===== src/sv/sabs_pkg.sv =====
// ---------------------------------------------------------------------------
// sabs_pkg
// Shared types and constants for the sort and binary search core.
// ---------------------------------------------------------------------------
package sabs_pkg;

   localparam int CAPACITY = 16;
   localparam int IDX_W    = $clog2(CAPACITY);
   localparam int CNT_W    = $clog2(CAPACITY + 1);
   localparam int VALUE_W  = 32;
   localparam int MODE_W   = 2;
   localparam int STATUS_W = 3;
   localparam int FIDX_W   = 4;

   localparam logic [MODE_W-1:0] MODE_APPEND = 2'd0;
   localparam logic [MODE_W-1:0] MODE_SEARCH = 2'd1;
   localparam logic [MODE_W-1:0] MODE_CLEAR  = 2'd2;
   localparam logic [MODE_W-1:0] MODE_IGNORE = 2'd3;

   localparam logic [STATUS_W-1:0] ST_APPENDED = 3'd0;
   localparam logic [STATUS_W-1:0] ST_FULL     = 3'd1;
   localparam logic [STATUS_W-1:0] ST_FOUND    = 3'd2;
   localparam logic [STATUS_W-1:0] ST_MISSING  = 3'd3;
   localparam logic [STATUS_W-1:0] ST_CLEARED  = 3'd4;

   typedef struct packed {
      logic [MODE_W-1:0]         mode;
      logic signed [VALUE_W-1:0] value;
   } req_type;

   typedef struct packed {
      logic [STATUS_W-1:0] status;
      logic [FIDX_W-1:0]   found_index;
   } rsp_type;

   typedef enum logic [3:0] {
      DP_NOP,
      DP_APPEND,
      DP_CLEAR,
      DP_SEARCH,
      DP_RD0,
      DP_LOAD,
      DP_SWAP,
      DP_WB,
      DP_PROBE,
      DP_CMP,
      DP_RESP
   } dp_op_type;

   typedef struct packed {
      dp_op_type           op;
      logic [STATUS_W-1:0] rsp_status;
   } dp_cmd_type;

   typedef struct packed {
      logic full;
      logic sorted;
      logic few_elems;
      logic last_elem;
      logic last_pass;
      logic range_empty;
      logic hit;
   } dp_stat_type;

endpackage


===== src/sv/sabs_ram.sv =====
// ---------------------------------------------------------------------------
// sabs_ram
// Generic single-write, single-read RAM with registered read data.
// ---------------------------------------------------------------------------
module sabs_ram #(
   parameter int WIDTH = 32,
   parameter int DEPTH = 16
) (
   input  logic                     clock,
   input  logic                     we,
   input  logic [$clog2(DEPTH)-1:0] waddr,
   input  logic [WIDTH-1:0]         wdata,
   input  logic [$clog2(DEPTH)-1:0] raddr,
   output logic [WIDTH-1:0]         rdata
);

   logic [WIDTH-1:0] mem_ff [DEPTH];
   logic [WIDTH-1:0] rdata_ff;

   always_ff @(posedge clock) begin
      if (we) begin
         mem_ff[waddr] <= wdata;
      end
      rdata_ff <= mem_ff[raddr];
   end

   assign rdata = rdata_ff;

endmodule


===== src/sv/sabs_dp.sv =====
// ---------------------------------------------------------------------------
// sabs_dp
// Datapath: value store, element count, sort pass counters, search bounds
// and the result register.
// ---------------------------------------------------------------------------
module sabs_dp (
   input  logic                           clock,
   input  logic                           reset,
   input  sabs_pkg::dp_cmd_type           cmd,
   input  logic signed [sabs_pkg::VALUE_W-1:0] req_value,
   output sabs_pkg::dp_stat_type          stat,
   output sabs_pkg::rsp_type              rsp_data
);

   localparam int IDX_W   = sabs_pkg::IDX_W;
   localparam int CNT_W   = sabs_pkg::CNT_W;
   localparam int VALUE_W = sabs_pkg::VALUE_W;

   logic [CNT_W-1:0]   count_ff, count_in;
   logic               sorted_ff, sorted_in;
   logic [CNT_W-1:0]   low_ff, low_in;
   logic [CNT_W-1:0]   high_p1_ff, high_p1_in;
   logic [IDX_W-1:0]   mid_ff, mid_in;
   logic [IDX_W-1:0]   j_ff, j_in;
   logic [IDX_W-1:0]   pass_ff, pass_in;
   logic [VALUE_W-1:0] acc_ff, acc_in;
   logic [VALUE_W-1:0] target_ff, target_in;
   sabs_pkg::rsp_type  rsp_ff, rsp_in;

   logic               ram_we;
   logic [IDX_W-1:0]   ram_waddr;
   logic [VALUE_W-1:0] ram_wdata;
   logic [IDX_W-1:0]   ram_raddr;
   logic [VALUE_W-1:0] ram_rdata;

   logic [CNT_W-1:0]   count_m1;
   logic [CNT_W-1:0]   count_m2;
   logic [CNT_W:0]     mid_sum;
   logic               probe_less;

   sabs_ram #(
      .WIDTH(VALUE_W),
      .DEPTH(sabs_pkg::CAPACITY)
   ) u_store (
      .clock(clock),
      .we   (ram_we),
      .waddr(ram_waddr),
      .wdata(ram_wdata),
      .raddr(ram_raddr),
      .rdata(ram_rdata)
   );

   assign count_m1   = count_ff - CNT_W'(1);
   assign count_m2   = count_ff - CNT_W'(2);
   assign mid_sum    = {1'b0, low_ff} + {1'b0, high_p1_ff} - (CNT_W + 1)'(1);
   assign probe_less = $signed(ram_rdata) < $signed(target_ff);

   always_comb begin
      count_in   = count_ff;
      sorted_in  = sorted_ff;
      low_in     = low_ff;
      high_p1_in = high_p1_ff;
      mid_in     = mid_ff;
      j_in       = j_ff;
      pass_in    = pass_ff;
      acc_in     = acc_ff;
      target_in  = target_ff;
      rsp_in     = rsp_ff;
      ram_we     = 1'b0;
      ram_waddr  = j_ff - IDX_W'(1);
      ram_wdata  = acc_ff;
      ram_raddr  = j_ff;
      unique case (cmd.op)
         sabs_pkg::DP_APPEND: begin
            ram_we    = 1'b1;
            ram_waddr = count_ff[IDX_W-1:0];
            ram_wdata = req_value;
            count_in  = count_ff + CNT_W'(1);
            sorted_in = 1'b0;
         end
         sabs_pkg::DP_CLEAR: begin
            count_in  = '0;
            sorted_in = 1'b1;
         end
         sabs_pkg::DP_SEARCH: begin
            target_in  = req_value;
            low_in     = '0;
            high_p1_in = count_ff;
            pass_in    = '0;
            sorted_in  = 1'b1;
         end
         sabs_pkg::DP_RD0: begin
            ram_raddr = '0;
            j_in      = IDX_W'(1);
         end
         sabs_pkg::DP_LOAD: begin
            acc_in    = ram_rdata;
            ram_raddr = j_ff;
         end
         sabs_pkg::DP_SWAP: begin
            ram_we    = 1'b1;
            ram_waddr = j_ff - IDX_W'(1);
            if ($signed(ram_rdata) < $signed(acc_ff)) begin
               ram_wdata = ram_rdata;
            end else begin
               ram_wdata = acc_ff;
               acc_in    = ram_rdata;
            end
            ram_raddr = j_ff + IDX_W'(1);
            j_in      = j_ff + IDX_W'(1);
         end
         sabs_pkg::DP_WB: begin
            ram_we    = 1'b1;
            ram_waddr = count_m1[IDX_W-1:0];
            ram_wdata = acc_ff;
            pass_in   = pass_ff + IDX_W'(1);
         end
         sabs_pkg::DP_PROBE: begin
            mid_in    = mid_sum[IDX_W:1];
            ram_raddr = mid_sum[IDX_W:1];
         end
         sabs_pkg::DP_CMP: begin
            if (ram_rdata != target_ff) begin
               if (probe_less) begin
                  low_in = CNT_W'(mid_ff) + CNT_W'(1);
               end else begin
                  high_p1_in = CNT_W'(mid_ff);
               end
            end
         end
         sabs_pkg::DP_RESP: begin
            rsp_in.status = cmd.rsp_status;
            if (cmd.rsp_status == sabs_pkg::ST_FOUND) begin
               rsp_in.found_index = sabs_pkg::FIDX_W'(mid_ff);
            end else begin
               rsp_in.found_index = '0;
            end
         end
         sabs_pkg::DP_NOP: begin
         end
         default: begin
         end
      endcase
   end

   always_ff @(posedge clock) begin
      if (reset) begin
         count_ff   <= '0;
         sorted_ff  <= 1'b1;
         low_ff     <= '0;
         high_p1_ff <= '0;
         j_ff       <= '0;
         pass_ff    <= '0;
      end else begin
         count_ff   <= count_in;
         sorted_ff  <= sorted_in;
         low_ff     <= low_in;
         high_p1_ff <= high_p1_in;
         j_ff       <= j_in;
         pass_ff    <= pass_in;
      end
      mid_ff    <= mid_in;
      acc_ff    <= acc_in;
      target_ff <= target_in;
      rsp_ff    <= rsp_in;
   end

   assign stat.full        = (count_ff == CNT_W'(sabs_pkg::CAPACITY));
   assign stat.sorted      = sorted_ff;
   assign stat.few_elems   = (count_ff < CNT_W'(2));
   assign stat.last_elem   = (j_ff == count_m1[IDX_W-1:0]);
   assign stat.last_pass   = (pass_ff == count_m2[IDX_W-1:0]);
   assign stat.range_empty = (low_ff >= high_p1_ff);
   assign stat.hit         = (ram_rdata == target_ff);

   assign rsp_data = rsp_ff;

endmodule


===== src/sv/sabs_ctrl.sv =====
// ---------------------------------------------------------------------------
// sabs_ctrl
// Controller: decodes each request beat and steps the datapath through
// append, clear, bubble sort passes and binary search probes.
// ---------------------------------------------------------------------------
module sabs_ctrl (
   input  logic                          clock,
   input  logic                          reset,
   input  logic                          req_valid,
   output logic                          req_ready,
   input  logic [sabs_pkg::MODE_W-1:0]   req_mode,
   output logic                          rsp_valid,
   input  logic                          rsp_ready,
   output sabs_pkg::dp_cmd_type          cmd,
   input  sabs_pkg::dp_stat_type         stat
);

   typedef enum logic [2:0] {
      S_IDLE,
      S_SORT_RD0,
      S_SORT_LD,
      S_SORT_CMP,
      S_SORT_WB,
      S_SRCH_CHK,
      S_SRCH_CMP,
      S_RESP
   } state_type;

   state_type                     state_ff, state_in;
   logic                          rsp_valid_ff, rsp_valid_in;
   logic [sabs_pkg::STATUS_W-1:0] status_ff, status_in;

   always_comb begin
      state_in       = state_ff;
      status_in      = status_ff;
      rsp_valid_in   = rsp_valid_ff && !rsp_ready;
      cmd.op         = sabs_pkg::DP_NOP;
      cmd.rsp_status = status_ff;
      unique case (state_ff)
         S_IDLE: begin
            if (req_valid) begin
               unique case (req_mode)
                  sabs_pkg::MODE_APPEND: begin
                     if (stat.full) begin
                        status_in = sabs_pkg::ST_FULL;
                     end else begin
                        cmd.op    = sabs_pkg::DP_APPEND;
                        status_in = sabs_pkg::ST_APPENDED;
                     end
                     state_in = S_RESP;
                  end
                  sabs_pkg::MODE_CLEAR: begin
                     cmd.op    = sabs_pkg::DP_CLEAR;
                     status_in = sabs_pkg::ST_CLEARED;
                     state_in  = S_RESP;
                  end
                  sabs_pkg::MODE_SEARCH: begin
                     cmd.op = sabs_pkg::DP_SEARCH;
                     if (stat.sorted || stat.few_elems) begin
                        state_in = S_SRCH_CHK;
                     end else begin
                        state_in = S_SORT_RD0;
                     end
                  end
                  sabs_pkg::MODE_IGNORE: begin
                     state_in = S_IDLE;
                  end
                  default: begin
                     state_in = S_IDLE;
                  end
               endcase
            end
         end
         S_SORT_RD0: begin
            cmd.op   = sabs_pkg::DP_RD0;
            state_in = S_SORT_LD;
         end
         S_SORT_LD: begin
            cmd.op   = sabs_pkg::DP_LOAD;
            state_in = S_SORT_CMP;
         end
         S_SORT_CMP: begin
            cmd.op = sabs_pkg::DP_SWAP;
            if (stat.last_elem) begin
               state_in = S_SORT_WB;
            end
         end
         S_SORT_WB: begin
            cmd.op = sabs_pkg::DP_WB;
            if (stat.last_pass) begin
               state_in = S_SRCH_CHK;
            end else begin
               state_in = S_SORT_RD0;
            end
         end
         S_SRCH_CHK: begin
            if (stat.range_empty) begin
               status_in = sabs_pkg::ST_MISSING;
               state_in  = S_RESP;
            end else begin
               cmd.op   = sabs_pkg::DP_PROBE;
               state_in = S_SRCH_CMP;
            end
         end
         S_SRCH_CMP: begin
            cmd.op = sabs_pkg::DP_CMP;
            if (stat.hit) begin
               status_in = sabs_pkg::ST_FOUND;
               state_in  = S_RESP;
            end else begin
               state_in = S_SRCH_CHK;
            end
         end
         S_RESP: begin
            if (!rsp_valid_ff || rsp_ready) begin
               cmd.op       = sabs_pkg::DP_RESP;
               rsp_valid_in = 1'b1;
               state_in     = S_IDLE;
            end
         end
         default: begin
            state_in = S_IDLE;
         end
      endcase
   end

   always_ff @(posedge clock) begin
      if (reset) begin
         state_ff     <= S_IDLE;
         rsp_valid_ff <= 1'b0;
         status_ff    <= sabs_pkg::ST_APPENDED;
      end else begin
         state_ff     <= state_in;
         rsp_valid_ff <= rsp_valid_in;
         status_ff    <= status_in;
      end
   end

   assign req_ready = (state_ff == S_IDLE);
   assign rsp_valid = rsp_valid_ff;

endmodule


===== src/sv/sort_and_binary_search_core.sv =====
// Append and clear: S_RESP registers the result once any earlier one is taken, then goes idle.
// Mode three beats are taken in S_IDLE and give no result.
// Search: after the accept, bubble sort passes run when a value was appended since the last sort
// and n >= 2 (n = stored elements); each probe steps S_SRCH_CHK and S_SRCH_CMP, then S_RESP.
// One item at a time; one RAM read per cycle sets the sort to one compare-swap per cycle.
// A finished result waits in its register. Synchronous reset empties the store, marks it sorted.
// ---------------------------------------------------------------------------
// sort_and_binary_search_core
// Store of signed values with bubble sort and binary search on request.
// ---------------------------------------------------------------------------
module sort_and_binary_search_core (
   input  logic              clock,
   input  logic              reset,
   input  logic              req_valid,
   output logic              req_ready,
   input  sabs_pkg::req_type req_data,
   output logic              rsp_valid,
   input  logic              rsp_ready,
   output sabs_pkg::rsp_type rsp_data
);

   sabs_pkg::dp_cmd_type  cmd;
   sabs_pkg::dp_stat_type stat;

   sabs_ctrl u_ctrl (
      .clock    (clock),
      .reset    (reset),
      .req_valid(req_valid),
      .req_ready(req_ready),
      .req_mode (req_data.mode),
      .rsp_valid(rsp_valid),
      .rsp_ready(rsp_ready),
      .cmd      (cmd),
      .stat     (stat)
   );

   sabs_dp u_dp (
      .clock    (clock),
      .reset    (reset),
      .cmd      (cmd),
      .req_value(req_data.value),
      .stat     (stat),
      .rsp_data (rsp_data)
   );

endmodule

===== config.mk =====
export PLATFORM = sky130hd
export DESIGN_NAME = sort_and_binary_search_core
export DESIGN_NICKNAME = d
export VERILOG_FILES = /design/src/sv/sabs_pkg.sv /design/src/sv/sabs_ram.sv /design/src/sv/sabs_dp.sv /design/src/sv/sabs_ctrl.sv /design/src/sv/sort_and_binary_search_core.sv
export SDC_FILE = /design/constraint.sdc
export NUM_CORES = 1
export LEC_CHECK = 0
export BUFFER_PORTS_ARGS = -buffer_cell sky130_fd_sc_hd__buf_2
export CAP_MARGIN = 5
export CORE_MARGIN = 1
export CORE_UTILIZATION = 25
export DETAILED_ROUTE_END_ITERATION = 6
export MAX_ROUTING_LAYER = met4
export PLACE_DENSITY = 0.45
export SLEW_MARGIN = 0
export SYNTH_ARGS = -nofsm -noshare
export SYNTH_HDL_FRONTEND = slang
export SYNTH_SLANG_ARGS = --single-unit

===== constraint.sdc =====
create_clock -name clock -period 11 [get_ports clock]
set_input_delay 0.55 -clock clock [delete_from_list [all_inputs] [get_ports clock]]
set_output_delay 0.55 -clock clock [all_outputs]
set_load 0.02 [all_outputs]

# Word-level counts from Yosys, hierarchy flattened
# Memory sizes are Yosys's and may differ from the RTL's. A register that Yosys moved wholly into a read port is not among the register bits.
# Index checks and enable logic that the tools add are counted.
# totals
ramBits	512
memories	1
register_bits	106
inputBits	38
# classes
n_addsub	9
magnitude_cmp	4
muxes	42
eq_ne	36
reduce_logical	22
# mem_list
memory	words	width	rd	rd_clocked_by_memory_dff	write_ports	line	source
u_dp.u_store.mem_ff	16	32	1	1	1	sabs_ram.sv:17	logic [WIDTH-1:0] mem_ff [DEPTH];
# op_table
cell	count
$pmux W32 S2	2
$lt A32 B32 Y1	2
$mux W32	2
$eq A32 B32 Y1	1
$ne A32 B32 Y1	1
$pmux W4 S8	1
$pmux W5 S2	3
$mux W3	8
$pmux W3 S8	1
$pmux W4 S2	3
$pmux W4 S3	2
$mux W5	4
$pmux W3 S3	2
$eq A4 B3 Y1 const B	4
$eq A3 B3 Y1 const B	4
$eq A4 B4 Y1 const B	3
$mux W4	3
$ne A2 B2 Y1 const B	6
$reduce_bool A2 Y1	6
$eq A3 B2 Y1 const B	3
$reduce_and A3 Y1	3
$add A4 B1 Y4 const B	2
$eq A4 B2 Y1 const B	2
$eq A4 B4 Y1	2
other kinds (29)	43

# Longest topological paths before layout
# logic_depth
depth_word	10
depth_mapped	14
mapped_depth_nobuf	12

# Modules after synthesis
# From an unflattened synthesis, not the netlist that was laid out.
# hier_totals
cells_unflattened	1547
hier_area_um2	26823.2
# by_module_without_submodules
module	area_each_um2	cells_each	n_inst
sabs_ram	19835.3	838	1
sabs_dp	6407.4	635	1
sabs_ctrl	580.6	74	1

# Worst setup path after synthesis
# Ideal clock, no wire load.
# synth_path
kind	reg2reg
from	register u_dp.high_p1_ff[2]
to	memory u_dp.u_store.mem_ff[1][0], enable pin
slack_ns	4.793
arrival_time_ns	5.694
required_time_ns	10.487
period_less_slack_ns	6.207
setup_ns	0.513
stages_incl_launch_ff	10
cell_sequence	dfxtp_1 inv_1 ha_1 a211oi_1 o311a_4 o22ai_1 or4_4 nand2_2 o221ai_2 nor4b_1
# synth_between
elab_chain_cells	8
elab_cells_between_ends	11
# synth_lines
element	line	source
start: declaration	sabs_dp.sv:22	logic [CNT_W-1:0] high_p1_ff, high_p1_in;
start signal: assignment	sabs_dp.sv:158	high_p1_ff <= high_p1_in;
$ge A5 B5 Y1 (*)	sabs_dp.sv:173	assign stat.range_empty = (low_ff >= high_p1_ff);
$mux W4 (*)	sabs_ctrl.sv:97	if (stat.range_empty) begin
$pmux W4 S8 (*)	sabs_ctrl.sv:39	unique case (state_ff)
$eq A4 B3 Y1 / $eq A4 B1 Y1 (equally long branches)	sabs_dp.sv:73	unique case (cmd.op)
$reduce_or A3 Y1 (no source line)	n/a	
$mux W1	sabs_dp.sv:73	
$mux W1	sabs_ram.sv:21	if (we) begin
$mux W1 (not written as such)	sabs_ram.sv:22	mem_ff[waddr] <= wdata;
end: declaration	sabs_ram.sv:17	
# Every way passes the cells marked *; elsewhere a longest branch is shown, timed or not.

# Worst setup path after layout
# layout_path
from	register u_dp.high_p1_ff[2]
to	register u_dp.u_store.rdata_ff[24] (netlist: u_dp.u_store.rdata[24]), read port of u_dp.u_store.mem_ff
# layout_between
elab_chain_cells	5
elab_cells_between_ends	9
# layout_lines
element	line	source
$ge A5 B5 Y1	sabs_dp.sv:173	
$mux W4	sabs_ctrl.sv:97	
$pmux W4 S8	sabs_ctrl.sv:39	
$eq A4 B4 Y1 / $eq A4 B3 Y1 (equally long branches)	sabs_dp.sv:73	
$pmux W4 S3 (*)	sabs_dp.sv:73	
end: declaration	sabs_ram.sv:18	logic [WIDTH-1:0] rdata_ff;
# Marked as above.
# A chain may end at the register's enable or synchronous reset.

==> flow_metrics.py <==
metrics = {
    "worst_setup_path": {
        "worstSetupEndpointType": "flop",
        "cp.required_ns": 11.44,
        "cp-start-kind": "flop",
        "path_delay_family": "simple AND/OR/NAND/NOR gates",
        "cp_slowest_cell": "and2_4",
        "path_buf_inv": 3,
        "cp_common_cell": "buf_4",
        "critPathMaxStageDelay_ns": 0.92,
        "crit_type": "flop to flop",
        "path_cells": "inv_1 -> ha_1 -> a211oi_1 -> o311ai_1 -> o21ai_4 -> buf_4 -> and2_4 -> nor3_2 -> buf_4 -> a32o_1 -> nor4_1",
        "crit_path_max_fanout": 66,
        "crit_arrival_ns": 5.01,
    },
    "drt": {
        "via_per_inst": 4.789,
        "vias": 17184,
        "drc_errors": 0,
        "drt-total-wl_mm": 76.93,
        "drtIter0Drc": 1366,
        "ant_nets": 0,
        "dr.pass1.iters": 5,
        "wl_per_cell_um": 21.44,
    },
    "logic_synthesis": {
        "synth_edf_count": 587,
        "ys_ff_latch": 650,
        "yosysSeqAreaShare_pct": 67.95,
        "synthAdderAreaFrac_pct": 4.051,
        "syn_area_mm2": 0.02780,
        "synthMuxAreaShare_pct": 3.497,
        "yosysWarnings": 0,
        "synth_compound_area_share_pct": 10.84,
        "synthTopCellsByArea": "edfxtp_1 63%, dfxtp_1 4.5%, ha_1 4.1%",
        "synth_top_family_by_area": "compound AO/OA/AOI/OAI gates",
        "synth-simple-area-share_pct": 9.763,
        "synth.top_cells.by_count": "587 x edfxtp_1, 265 x nand2_1, 96 x a32o_1, 96 x mux2i_1, 91 x inv_1",
        "synth_xor_area_share_pct": 0.8057,
        "syn_avg_cell_area_um2": 14.00,
        "async_flop_share_pct": 0,
        "yosys.area.top_type": "edfxtp_1",
        "ys.flop_type": "edfxtp_1",
        "syn_nets": 2113,
        "synth_top_cell_area_share_pct": 63.41,
        "synth_cell_type_count": 74,
        "synthMostInstantiatedCell": "edfxtp_1",
        "synth_cells": 1985,
    },
    "job": {
        "drv_cap": 0,
    },
    "sta": {
        "setup_tns_ns": 0,
        "setup_viol": 0,
        "holdWs_ns": 0.1326,
        "finalHoldViolations": 0,
        "fin_crit_ns": 4.574,
        "setup_slack_ns": 6.426,
        "slew_viol_final": 0,
        "fin_crit_sh_pct": 41.58,
        "skew_ns": 0.02089,
        "worst_pin_slew_ns": 1.153,
        "rsz0062_at_grt": "false",
        "max_freq_ghz": 0.2186,
        "relSlewSlack_pct": 22.49,
    },
    "cts": {
        "numCtsBuffers": 72,
        "root_buffer": "clkbuf_16",
        "cts_max_path_buffers": 3,
        "cts_setup_buffers": 0,
        "clock_latency_ns": 0.62,
        "clkSinkCount": 650,
        "cts_tree": "built",
        "cts_resized": 0,
        "path_clk_slew_ns": 0.06,
        "cts_hold_buf": 0,
        "htree_levels": 3,
    },
    "global_routing": {
        "grt_pass1_vias": 16905,
        "grt_start_max_net_pins": 93,
        "grt_usage_pct": 13.87,
        "grt_pass1_wl_mm": 113.8,
        "grt.overflow.total": 0,
        "antenna_found_initial": 2,
    },
    "die": {
        "die-area_mm2": 0.1125,
        "die_h_um": 335.5,
        "core_mm2": 0.1096,
        "initial_utilization_pct": 25.36,
        "die_w_um": 335.5,
        "rows": 121,
        "io_pins": 47,
    },
    "power_and_ir_drop": {
        "power.leakage_nw": 11.00,
        "p_comb_share_pct": 29.9,
        "power_switching_share_pct": 34.79,
        "p_per_area_mw_per_mm2": 277.7,
        "ir_drop_mv": 0.1209,
        "seqPwrFrac_pct": 43.9,
        "p_clk_share_pct": 26.2,
        "intPower_mw": 5.892,
        "power_switching_mw": 3.144,
    },
    "placed_design": {
        "hpwl_mm": 49.26,
        "gp_congestion": 0.8264,
        "post-place-ws_ns": 6.360,
        "port_buffers": 46,
        "post_dp_cell_area_mm2": 0.03023,
    },
    "final_layout": {
        "seqCellArea_mm2": 0.01889,
        "syn2layout_area_growth_pct": 17.07,
        "drive_above_1_share_pct": 14.30,
        "multi_input_area_mm2": 0.008438,
        "nets": 2182,
        "diodes": 0,
        "final_core_utilization_pct": 29.69,
        "fill_cells": 10985,
        "final_area_mm2": 0.03254,
    },
    "status": {
        "outcome": "complete, no violations",
    },
    "hold_path": {
        "min_path_type": "input pin to flop",
    },
}
==> kinds of logic (layout without fill, tap and decap cells) <==
family                   after synthesis  in the layout
flip-flops                           650            650
AND/OR/NAND/NOR                      549            549
AO/OA/AOI/OAI                        368            368
buffers and inverters                207            334
multiplexers                          97             97
adder cells (fa/ha/maj)               90             90
XOR/XNOR                              24             24
==> state kept, by name, summed over array words and instances, names as in the netlist <==
signal / count
u_ctrl.status_ff: 3
u_dp.mid_ff: 4
u_ctrl.state_ff: 3
u_dp.acc_ff: 32
u_dp.pass_ff: 4
u_dp.j_ff: 4
u_dp.high_p1_ff: 5
u_dp.sorted_ff: 1
u_dp.rsp_data: 7
u_dp.target_ff: 32
u_dp.u_store.rdata: 32
u_dp.count_ff: 5
u_dp.u_store.mem_ff: 512
u_ctrl.rsp_valid: 1
u_dp.low_ff: 5
==> layer usage <==
metal / vias to the layer above / part of all wire (%) / routed length (µm) / global-route usage (%)
met1: 8840 / 50 / 38750 / 20.34
met5: - / 0 / 0 / -
li1: 7834 / - / - / -
met2: 428 / 43 / 33150 / 20.00
met3: 82 / 4.8 / 3681 / 1.808
met4: 0 / 1.7 / 1342 / 3.575
==> per-stage QoR <==
step	instances	power, mW
3_5_place_dp	3456	6.719
4_1_cts	3588	9.109
2_1_floorplan	1985	5.475
6_report	3588	9.036
5_1_grt	3588	9.463
3_3_place_gp	3456	6.659
==> power groups by stage <==
stage / combinational [mW] / clock, mW / sequential (mW)
after detailed placement: 2.71 / 0 / 4.01
after global placement: 2.65 / 0 / 4.01
after floorplan: 1.54 / 0 / 3.94
after global routing: 2.94 / 2.51 / 4.01
final: 2.70 / 2.37 / 3.97
after CTS: 2.72 / 2.43 / 3.96
==> cell usage in the layout (no fill, tap or decap), types with 16 or more instances in the layout <==
cell	netlist	final
edfxtp_1	587	587
nand2_1	265	264
mux2i_1	96	96
a32o_1	96	96
inv_1	91	91
ha_1	90	90
clkbuf_16	0	73
a211oi_1	72	72
and3_1	68	67
buf_4	8	65
dfxtp_1	63	63
buf_2	36	46
nand4_1	44	44
a21oi_1	44	43
nor2_1	38	38
nor4_1	37	35
o21ba_2	32	32
o21ai_0	28	27
clkbuf_1	64	27
o311ai_1	1	16
==> path summary, 6_finish.rpt <==
check                       from                endpoint  slack, ns  cells past startpoint
max           u_dp.high_p1_ff[2]  u_dp.u_store.rdata[24]       6.43                     11
min                 req_data[10]      u_dp.target_ff[10]       0.13                      1
max reg2reg   u_dp.high_p1_ff[2]  u_dp.u_store.rdata[24]       6.43                     11
min reg2reg  u_ctrl.status_ff[1]        u_dp.rsp_data[5]       0.44                      0
==> worst register-to-register path, stage by stage, from the launching register on <==
cell and delay [ns]:
dfxtp_1 0.31, inv_1 0.06, ha_1 0.38, a211oi_1 0.35, o311ai_1 0.29, o21ai_4 0.25
buf_4 0.55, and2_4 0.95, nor3_2 0.09, buf_4 0.29, a32o_1 0.26, nor4_1 0.62
==> layout make-up <==
class | instances | area share (%)
clock buffer | 108 | 6.263
clock inverter | 24 | 0.8343
inverter | 91 | 1.050
multi-input combinational | 1128 | 25.93
sequential | 650 | 58.04
tap | 1476 | 5.675
timing repair buffer | 111 | 2.207
(Power assumes the default switching activity.)
